===== config.mk =====
export PLATFORM = sky130hd
export DESIGN_NAME = smbus_block_read_pec_checker_core
export DESIGN_NICKNAME = d
export VERILOG_FILES = /design/src/hdl/smbpec_pkg.sv /design/src/hdl/smbpec_front.sv /design/src/hdl/smbpec_queue.sv /design/src/hdl/smbpec_back.sv /design/src/hdl/smbpec_block_read_pec_checker_core.sv
export VERILOG_INCLUDE_DIRS = /design/src /design/src/hdl
export SDC_FILE = /design/constraint.sdc
export NUM_CORES = 1
export LEC_CHECK = 0
export ABC_CLOCK_PERIOD_IN_PS = 2700
export BUFFER_PORTS_ARGS = -buffer_cell sky130_fd_sc_hd__buf_4
export CORE_ASPECT_RATIO = 0.7
export CORE_UTILIZATION = 56
export DETAILED_ROUTE_END_ITERATION = 6
export GPL_ROUTABILITY_DRIVEN = 0
export GPL_TIMING_DRIVEN = 0
export PLACE_DENSITY = 0.8
export SLEW_MARGIN = 10
export SYNTH_ARGS = -nofsm -noshare
export SYNTH_HDL_FRONTEND = slang
export SYNTH_SLANG_ARGS = --single-unit

===== constraint.sdc =====
create_clock -name clk -period 2.7 [get_ports clk]
set_input_delay 0.54 -clock clk [delete_from_list [all_inputs] [get_ports clk]]
set_output_delay 0.54 -clock clk [all_outputs]
set_load 0.02 [all_outputs]

===== src/hdl/assert_macros.svh =====
// ============================================================================
// Assertion macros
// Shared concurrent assertion shorthands; clk and rst_n come from the user.
// ============================================================================
`ifndef ASSERT_MACROS_SVH
`define ASSERT_MACROS_SVH

// antecedent implies consequent in the same cycle
`define ASSERT_IMPL(lbl, ante, cons) \
    lbl: assert property (@(posedge clk) disable iff (!rst_n) (ante) |-> (cons)) \
        else $error("assertion failed");

// antecedent implies consequent in the following cycle
`define ASSERT_NEXT(lbl, ante, cons) \
    lbl: assert property (@(posedge clk) disable iff (!rst_n) (ante) |=> (cons)) \
        else $error("assertion failed");

`endif


===== src/hdl/smbpec_pkg.sv =====
// ============================================================================
// smbpec_pkg
// Types, constants and the CRC-8 step shared by the PEC checker modules.
// ============================================================================
package smbpec_pkg;

    localparam int MAX_DATA_BYTES = 32;
    localparam int STORE_DEPTH    = 32;
    localparam int LEN_CAP        = (MAX_DATA_BYTES < STORE_DEPTH) ? MAX_DATA_BYTES
                                                                   : STORE_DEPTH;
    localparam int ADDR_W         = $clog2(STORE_DEPTH);
    localparam int LEN_W          = 6;
    localparam int Q_DEPTH        = 2;
    localparam int Q_PTR_W        = $clog2(Q_DEPTH);
    localparam int Q_CNT_W        = $clog2(Q_DEPTH + 1);

    localparam logic [7:0] CRC_POLY = 8'h07;   // x^8 + x^2 + x + 1

    localparam logic ACT_START = 1'b0;
    localparam logic ACT_BYTE  = 1'b1;

    typedef enum logic [1:0] {
        ST_DATA_OK  = 2'd0,
        ST_BAD_PEC  = 2'd1,
        ST_BAD_ECHO = 2'd2,
        ST_EMPTY_OK = 2'd3
    } status_t;

    typedef enum logic [1:0] {
        BK_IDLE,
        BK_READ,
        BK_LOAD
    } back_state_t;

    // frame verdict handed from front to back
    typedef struct packed {
        status_t            status;
        logic [LEN_W-1:0]   length;
    } verdict_t;

    // payload store write port
    typedef struct packed {
        logic               en;
        logic [ADDR_W-1:0]  addr;
        logic [7:0]         data;
    } mem_wr_t;

    // one byte through the CRC-8 register, MSB first
    function automatic logic [7:0] crc8_byte(input logic [7:0] v);
        logic [7:0] c;
        c = v;
        for (int k = 0; k < 8; k++)
        begin
            c = c[7] ? ((c << 1) ^ CRC_POLY) : (c << 1);
        end
        return c;
    endfunction

endpackage


===== src/hdl/smbpec_front.sv =====
// ============================================================================
// smbpec_front
// Frame tracking, CRC accumulation, payload writes and frame verdicts.
// ============================================================================
`include "assert_macros.svh"

module smbpec_front
    import smbpec_pkg::*;
(
    input  logic              clk,
    input  logic              rst_n,
    input  logic              push,
    output logic              full,
    input  logic              action,
    input  logic [7:0]        reg_number,
    input  logic [LEN_W-1:0]  data_length,
    input  logic [7:0]        frame_byte,
    input  logic              cfg_write,
    input  logic [6:0]        cfg_data,
    input  logic              q_full,
    input  logic              stream_pending,
    output logic              q_push,
    output verdict_t          q_data,
    output mem_wr_t           mem_wr
);

    logic [6:0]        dev_addr_reg;
    logic [7:0]        crc_reg, crc_next;
    logic [LEN_W-1:0]  pos_reg, pos_next;
    logic [7:0]        exp_reg_reg, exp_reg_next;
    logic [LEN_W-1:0]  exp_len_reg, exp_len_next;
    logic              echo_ok_reg, echo_ok_next;
    logic              active_reg, active_next;

    logic              accept;
    logic              in_body;
    logic              in_data;
    logic [LEN_W:0]    body_end;
    logic [LEN_W-1:0]  len_sat;
    logic [LEN_W-1:0]  data_off;
    logic              take_byte;

    assign body_end = {1'b0, exp_len_reg} + (LEN_W+1)'(2);
    assign in_body  = {1'b0, pos_reg} < body_end;
    assign in_data  = (pos_reg >= LEN_W'(2)) && in_body;
    assign data_off = pos_reg - LEN_W'(2);
    assign len_sat  = (data_length > LEN_W'(LEN_CAP)) ? LEN_W'(LEN_CAP) : data_length;

    // hold data bytes back while the store still feeds an earlier frame
    assign full      = q_full || (active_reg && in_data && stream_pending);
    assign accept    = push && !full;
    assign take_byte = accept && (action == ACT_BYTE) && active_reg;

    always_comb
    begin
        crc_next     = crc_reg;
        pos_next     = pos_reg;
        exp_reg_next = exp_reg_reg;
        exp_len_next = exp_len_reg;
        echo_ok_next = echo_ok_reg;
        active_next  = active_reg;
        q_push       = 1'b0;
        mem_wr.en    = 1'b0;
        mem_wr.addr  = data_off[ADDR_W-1:0];
        mem_wr.data  = frame_byte;

        if (frame_byte != crc_reg)
            q_data.status = ST_BAD_PEC;
        else if (!echo_ok_reg)
            q_data.status = ST_BAD_ECHO;
        else if (exp_len_reg == '0)
            q_data.status = ST_EMPTY_OK;
        else
            q_data.status = ST_DATA_OK;
        q_data.length = exp_len_reg;

        if (accept && (action == ACT_START))
        begin
            exp_reg_next = reg_number;
            exp_len_next = len_sat;
            pos_next     = '0;
            echo_ok_next = 1'b0;
            crc_next     = crc8_byte({dev_addr_reg, 1'b1});
            active_next  = 1'b1;
        end
        else if (take_byte)
        begin
            if (in_body)
            begin
                if (pos_reg == LEN_W'(1))
                    echo_ok_next = (frame_byte == exp_reg_reg);
                mem_wr.en = in_data;
                crc_next  = crc8_byte(crc_reg ^ frame_byte);
                pos_next  = pos_reg + LEN_W'(1);
            end
            else
            begin
                // PEC byte closes the frame
                q_push      = 1'b1;
                active_next = 1'b0;
                pos_next    = '0;
            end
        end
    end

    always_ff @(posedge clk or negedge rst_n)
    begin
        if (!rst_n)
        begin
            dev_addr_reg <= '0;
            crc_reg      <= '0;
            pos_reg      <= '0;
            exp_reg_reg  <= '0;
            exp_len_reg  <= '0;
            echo_ok_reg  <= 1'b0;
            active_reg   <= 1'b0;
        end
        else
        begin
            if (cfg_write)
                dev_addr_reg <= cfg_data;
            crc_reg     <= crc_next;
            pos_reg     <= pos_next;
            exp_reg_reg <= exp_reg_next;
            exp_len_reg <= exp_len_next;
            echo_ok_reg <= echo_ok_next;
            active_reg  <= active_next;
        end
    end

    `ASSERT_IMPL(a_no_write_during_stream, mem_wr.en, !stream_pending)
    `ASSERT_IMPL(a_pos_within_frame, active_reg, {1'b0, pos_reg} <= body_end)

endmodule


===== src/hdl/smbpec_queue.sv =====
// ============================================================================
// smbpec_queue
// Short verdict queue between the front and the back.
// ============================================================================
`include "assert_macros.svh"

module smbpec_queue
    import smbpec_pkg::*;
(
    input  logic      clk,
    input  logic      rst_n,
    input  logic      push,
    input  verdict_t  push_data,
    output logic      full,
    input  logic      pop,
    output verdict_t  pop_data,
    output logic      empty,
    output logic      has_stream
);

    verdict_t              ent_reg [Q_DEPTH];
    logic [Q_PTR_W-1:0]    wr_ptr_reg, rd_ptr_reg;
    logic [Q_CNT_W-1:0]    cnt_reg;
    logic                  do_push, do_pop;
    logic [Q_PTR_W-1:0]    offs;

    assign full     = cnt_reg == Q_CNT_W'(Q_DEPTH);
    assign empty    = cnt_reg == '0;
    assign do_push  = push && !full;
    assign do_pop   = pop && !empty;
    assign pop_data = ent_reg[rd_ptr_reg];

    // any queued verdict that will read the payload store
    always_comb
    begin
        has_stream = 1'b0;
        offs       = '0;
        for (int i = 0; i < Q_DEPTH; i++)
        begin
            offs = Q_PTR_W'(i) - rd_ptr_reg;
            if (({1'b0, offs} < cnt_reg) && (ent_reg[i].status == ST_DATA_OK))
                has_stream = 1'b1;
        end
    end

    always_ff @(posedge clk)
    begin
        if (do_push)
            ent_reg[wr_ptr_reg] <= push_data;
    end

    always_ff @(posedge clk or negedge rst_n)
    begin
        if (!rst_n)
        begin
            wr_ptr_reg <= '0;
            rd_ptr_reg <= '0;
            cnt_reg    <= '0;
        end
        else
        begin
            if (do_push)
                wr_ptr_reg <= wr_ptr_reg + Q_PTR_W'(1);
            if (do_pop)
                rd_ptr_reg <= rd_ptr_reg + Q_PTR_W'(1);
            if (do_push && !do_pop)
                cnt_reg <= cnt_reg + Q_CNT_W'(1);
            else if (do_pop && !do_push)
                cnt_reg <= cnt_reg - Q_CNT_W'(1);
        end
    end

    `ASSERT_IMPL(a_no_overflow, push, !full)

endmodule


===== src/hdl/smbpec_back.sv =====
// ============================================================================
// smbpec_back
// Payload store and result sequencer with an output register.
// ============================================================================
`include "assert_macros.svh"

module smbpec_back
    import smbpec_pkg::*;
(
    input  logic              clk,
    input  logic              rst_n,
    input  logic              q_empty,
    input  verdict_t          q_data,
    output logic              q_pop,
    input  mem_wr_t           mem_wr,
    output logic              busy,
    output logic              empty,
    input  logic              pop,
    output logic [1:0]        status,
    output logic [7:0]        data_byte,
    output logic [4:0]        byte_index,
    output logic              is_last
);

    logic [7:0]         store_mem [STORE_DEPTH];
    logic [7:0]         rd_data_reg;

    back_state_t        state_reg, state_next;
    logic [ADDR_W-1:0]  idx_reg, idx_next;
    logic [LEN_W-1:0]   len_reg, len_next;

    logic               res_valid_reg, res_valid_next;
    status_t            res_status_reg, res_status_next;
    logic [7:0]         res_data_reg, res_data_next;
    logic [ADDR_W-1:0]  res_index_reg, res_index_next;
    logic               res_last_reg, res_last_next;

    logic               load_ok;
    logic               res_load;
    logic               is_final;

    assign load_ok  = !res_valid_reg || pop;
    assign is_final = ({1'b0, idx_reg} + LEN_W'(1)) == len_reg;
    assign busy     = state_reg != BK_IDLE;

    always_ff @(posedge clk)
    begin
        if (mem_wr.en)
            store_mem[mem_wr.addr] <= mem_wr.data;
        rd_data_reg <= store_mem[idx_reg];
    end

    always_comb
    begin
        state_next = state_reg;
        unique case (state_reg)
            BK_IDLE:
            begin
                if (!q_empty && (q_data.status == ST_DATA_OK))
                    state_next = BK_READ;
            end
            BK_READ:
                state_next = BK_LOAD;
            BK_LOAD:
            begin
                if (load_ok)
                    state_next = is_final ? BK_IDLE : BK_READ;
            end
            default:
                state_next = BK_IDLE;
        endcase
    end

    always_comb
    begin
        q_pop           = 1'b0;
        res_load        = 1'b0;
        idx_next        = idx_reg;
        len_next        = len_reg;
        res_status_next = q_data.status;
        res_data_next   = '0;
        res_index_next  = '0;
        res_last_next   = 1'b1;
        unique case (state_reg)
            BK_IDLE:
            begin
                if (!q_empty)
                begin
                    if (q_data.status == ST_DATA_OK)
                    begin
                        q_pop    = 1'b1;
                        idx_next = '0;
                        len_next = q_data.length;
                    end
                    else if (load_ok)
                    begin
                        q_pop    = 1'b1;
                        res_load = 1'b1;
                    end
                end
            end
            BK_READ:
            begin
            end
            BK_LOAD:
            begin
                res_status_next = ST_DATA_OK;
                res_data_next   = rd_data_reg;
                res_index_next  = idx_reg;
                res_last_next   = is_final;
                if (load_ok)
                begin
                    res_load = 1'b1;
                    idx_next = idx_reg + ADDR_W'(1);
                end
            end
            default:
            begin
            end
        endcase
    end

    assign res_valid_next = res_load ? 1'b1 : (pop ? 1'b0 : res_valid_reg);

    always_ff @(posedge clk or negedge rst_n)
    begin
        if (!rst_n)
        begin
            state_reg     <= BK_IDLE;
            idx_reg       <= '0;
            len_reg       <= '0;
            res_valid_reg <= 1'b0;
        end
        else
        begin
            state_reg     <= state_next;
            idx_reg       <= idx_next;
            len_reg       <= len_next;
            res_valid_reg <= res_valid_next;
        end
    end

    always_ff @(posedge clk)
    begin
        if (res_load)
        begin
            res_status_reg <= res_status_next;
            res_data_reg   <= res_data_next;
            res_index_reg  <= res_index_next;
            res_last_reg   <= res_last_next;
        end
    end

    assign empty      = !res_valid_reg;
    assign status     = res_status_reg;
    assign data_byte  = res_data_reg;
    assign byte_index = res_index_reg;
    assign is_last    = res_last_reg;

    `ASSERT_IMPL(a_index_in_range, state_reg == BK_LOAD, {1'b0, idx_reg} < len_reg)
    `ASSERT_NEXT(a_last_ends_stream, (state_reg == BK_LOAD) && load_ok && is_final,
                 (state_reg == BK_IDLE) && res_valid_reg && res_last_reg)

endmodule


===== src/hdl/smbpec_block_read_pec_checker_core.sv =====
// Order: with the result register free, a status-only item passes from the verdict queue into the
// result register after the PEC byte is taken; each data byte passes BK_READ, then BK_LOAD.
// Throughput: one input item per cycle; every item waits while the verdict queue is full,
// and data-phase bytes wait while the store is still streaming out an earlier frame.
// Reset (rst_n, asynchronous, active low): idle, no frame armed, queues empty,
// device address 0; the payload store is not cleared.
// ============================================================================
// smbus_block_read_pec_checker_core
// SMBus block-read response checker with PEC (CRC-8, x^8+x^2+x+1).
// ============================================================================
module smbus_block_read_pec_checker_core
    import smbpec_pkg::*;
(
    input  logic         clk,
    input  logic         rst_n,
    // input item queue
    input  logic         push,
    output logic         full,
    input  logic         action,
    input  logic [7:0]   reg_number,
    input  logic [5:0]   data_length,
    input  logic [7:0]   frame_byte,
    // result item queue
    output logic         empty,
    input  logic         pop,
    output logic [1:0]   status,
    output logic [7:0]   data_byte,
    output logic [4:0]   byte_index,
    output logic         is_last,
    // device address register
    input  logic         cfg_write,
    input  logic [6:0]   cfg_data
);

    // Front end: takes every item, follows the frame position, runs the CRC
    // seeded with the read address byte, writes data bytes into the store and
    // issues one verdict per frame when the PEC byte arrives.
    // Back end: turns each verdict into either one status item or a stream of
    // data items read from the store. The verdict queue decouples the two.

    logic      q_push;
    verdict_t  q_push_data;
    logic      q_full;
    logic      q_pop;
    verdict_t  q_pop_data;
    logic      q_empty;
    logic      q_has_stream;
    logic      back_busy;
    logic      stream_pending;
    mem_wr_t   mem_wr;

    // store is owned by a data verdict from the moment it is queued until the
    // back end has read its last byte
    assign stream_pending = back_busy || q_has_stream;

    smbpec_front u_front
    (
        .clk            (clk),
        .rst_n          (rst_n),
        .push           (push),
        .full           (full),
        .action         (action),
        .reg_number     (reg_number),
        .data_length    (data_length),
        .frame_byte     (frame_byte),
        .cfg_write      (cfg_write),
        .cfg_data       (cfg_data),
        .q_full         (q_full),
        .stream_pending (stream_pending),
        .q_push         (q_push),
        .q_data         (q_push_data),
        .mem_wr         (mem_wr)
    );

    smbpec_queue u_queue
    (
        .clk        (clk),
        .rst_n      (rst_n),
        .push       (q_push),
        .push_data  (q_push_data),
        .full       (q_full),
        .pop        (q_pop),
        .pop_data   (q_pop_data),
        .empty      (q_empty),
        .has_stream (q_has_stream)
    );

    smbpec_back u_back
    (
        .clk        (clk),
        .rst_n      (rst_n),
        .q_empty    (q_empty),
        .q_data     (q_pop_data),
        .q_pop      (q_pop),
        .mem_wr     (mem_wr),
        .busy       (back_busy),
        .empty      (empty),
        .pop        (pop),
        .status     (status),
        .data_byte  (data_byte),
        .byte_index (byte_index),
        .is_last    (is_last)
    );

endmodule


==> results.tsv <==
stage	metric	value	unit
worst_setup_path	depth of the worst register-to-register path	11	
finish	max reg flops	256	
timing	measured slew at the worst slew-check pin	1.17	ns
global_route	grt total ovfl	0	
finish	synth-to-layout area growth	20.5	%
drt	Iter 0 DRT Violations	929	
outcome	failing checks	setup timing	
synth	asr flop ratio synth	0.157	
timing	setup TNS	-34.47	ns
clocking	cts bufs inserted	34	
placement	Buffers on Ports	51	
power_and_ir_drop	power per cell area	1020	nW/µm²
drt	vias post-DR	8334	
synth	Yosys cell types	57	
global_route	global-route wire length before repair	49.9	mm
timing	fmax	322	MHz
clocking	Clock Latency Late Sink	0.54	ns
min_path	Hold Crit Class	input port to async pin	
synth	mean post-synth cell area	17.9	µm²
synth	sequential area share after synthesis	0.696	
timing	Final Hold Fails	0	
job	Max-cap violations	0	
worst_setup_path	element type at the critical path end	output port	
synth	ys flop type	edfxtp_1	
power_and_ir_drop	Final Power	17.9	mW
finish	fin util	0.686	
timing	Setup-failing EPs final	269	
synth	area share of the largest cell type after synthesis	0.591	
timing	fin crit share	1.15	
finish	fillers	1552	
synth	Mapped Area	14600	µm²
placement	HPWL Detailed	20.5	mm
timing	Final Slew Violations	0	
synth	Cells after Synth	819	
power_and_ir_drop	P_leak	6.01	nW
drt	Pre-Repair DR Iteration Count	5	
finish	number of cells in the finished layout apart from fillers	1310	
global_route	initial antenna violation count	2	
global_route	vias in the first global route	7848	
floorplan	die height	137	µm
worst_setup_path	crit path max fanout	4	
worst_setup_path	worst path arrival time	2.57	ns
timing	slew margin rel.	0.218	
global_route	Global Route met3 Usage	0.0543	
timing	Final WS setup	-0.405	ns
timing	RSZ-0062 raised after global routing	yes	
worst_setup_path	CP startpoint kind	register	
timing	clk_skew	0.0224	ns
timing	fin crit period	3.11	ns
finish	most common cell after layout, fill and taps aside	edfxtp_1	
floorplan	chip width	195	µm
clocking	# clock sinks	351	
finish	share of layout cells above drive strength 1	0.336	
global_route	met2 usage	0.392	
global_route	total global-route track usage	0.260	
clocking	Reg clk slew, reported paths	0.06	ns
floorplan	core box area	25700	µm²
floorplan	I/O pin cnt	53	
synth	Post-Synthesis Net Count	871	
drt	final wirelength	34.5	mm
synth	Synth area leader	edfxtp_1	
clocking	CTS tree	yes	
finish	# nets final	1005	
clocking	htree depth	2	
placement	placed insts	1201	
synth	#FFs+latches synth	351	
worst_setup_path	critical path type	register to output port	
finish	Final Cell Area	17600	µm²
synth	EDFF count, synth	288	
synth	synth top area cells	edfxtp_1 (59%), mux4_2 (12%), dfrtp_1 (9.4%)	
drt	WL per Instance	26.3	µm
finish	commonest cells after routing, fill and taps aside	edfxtp_1 (288), mux4_2 (80), buf_4 (64)	
power_and_ir_drop	Peak VDD IR	0.000631	V
worst_setup_path	worst reg2reg startpoint	u_front.exp_len_reg[1]	
clocking	root buffer cell	clkbuf_16	
worst_setup_path	WP data required	2.16	ns
drt	drc violations	0	
outcome	status	finished with violations	
drt	ANT nets after route	0	
floorplan	row count	49	
global_route	GR Util met1	0.392	
placement	post-placement cell area	15600	µm²
placement	post-placement setup slack	-1.08	ns
synth	Ys Warns	0	
drt	Via density	6.36	
floorplan	die area	26800	µm²
finish	total inserted antenna cells	0	
global_route	Top Usage Layer GRT	met1	
worst_setup_path	worst reg2reg setup slack	-0.30	ns
worst_setup_path	Crit Reg-Reg Endpoint	u_front.exp_len_reg[0]	
clocking	Max clock buf depth	3	
global_route	largest net degree at the start of global routing	56	
timing	worst hold slack	0.0742	ns
floorplan	initial core utilization	0.570	
-- critical path, stage by stage, from the launching register on --
cell and delay, ns:
dfrtp_2 0.46, ha_4 0.28, inv_2 0.04, ha_4 0.22, a21o_1 0.17, a31oi_2 0.23
o21ai_4 0.10, a21boi_2 0.22, nand2_1 0.09, nand2_1 0.11, buf_6 0.12
-- timing repair --
| item | in CTS | in global routing |
|---|---|---|
| resized for setup | 60 | 5 |
| cloned | 0 | 0 |
| setup buffers | 39 | 9 |
| setup endpoints to repair | 308 | 302 |
| pin swaps | 28 | 16 |
| hold buffers | 0 | 0 |
-- layout make-up --
cell class	instances	area (µm²)	area share
Clock inverter	18	150	0.00852
Inverter	13	48.8	0.00277
Multi-Input combinational cell	421	4590	0.260
Timing Repair Buffer	98	1090	0.0619
Tap cell	331	414	0.0235
Sequential cell	351	10200	0.578
Buffer	34	194	0.0110
Clock buffer	44	952	0.0540
-- logic make-up after synthesis --
kind of cell    synth area share
flops                      0.696
simple gates              0.0506
mux                        0.154
compound gates            0.0357
xor+xnor                  0.0341
buf+inv                   0.0148
fa+ha+maj                 0.0145
-- metal layers --
layer	vias to the layer above	wire, µm
li1	3509	-
met4	0	645
met1	4251	14500
met3	65	3570
met2	509	15800
met5	-	0
-- report_power, final --
group	total (mW)	switching, mW	leakage, nW	internal [mW]
clock network	4.74	2.03	0.545	2.70
logic	6.23	3.51	2.13	2.73
registers	6.96	0.449	3.33	6.51
-- cell usage after synthesis (3+ instances only) --
cell      count
nor2_1       56
buf_2         8
a21oi_1      12
nand4_1       9
a21o_1        4
o32a_1        6
ha_1         17
dfrtp_1      55
nor2b_1       6
nand3_1      15
nor3_1       10
nand2_1      26
xor2_1       21
nand2b_1      7
dfxtp_1       8
mux2i_1       8
buf_6         4
a211oi_1      3
a22oi_1       7
and2_1       13
edfxtp_1    288
and3_1        5
clkbuf_1     14
buf_1         8
mux4_2       80
o21ai_0      17
mux2_4       10
mux2_2       18
inv_1        12
xnor2_1      36
-- how the worst max path moves through the flow --
stage                                      start                       to  cells past startpoint
final                     u_front.exp_len_reg[1]                     full                     10
after global routing      u_front.exp_len_reg[2]                     full                     10
after CTS                 u_front.exp_len_reg[1]                     full                     10
after detailed placement  u_front.exp_len_reg[3]   u_back.store_mem[1][6]                      9
after global placement    u_front.exp_len_reg[3]   u_back.store_mem[1][4]                      9
after floorplan           u_front.exp_len_reg[1]  u_back.store_mem[13][0]                      9
Power figures use the tool's default switching activity.
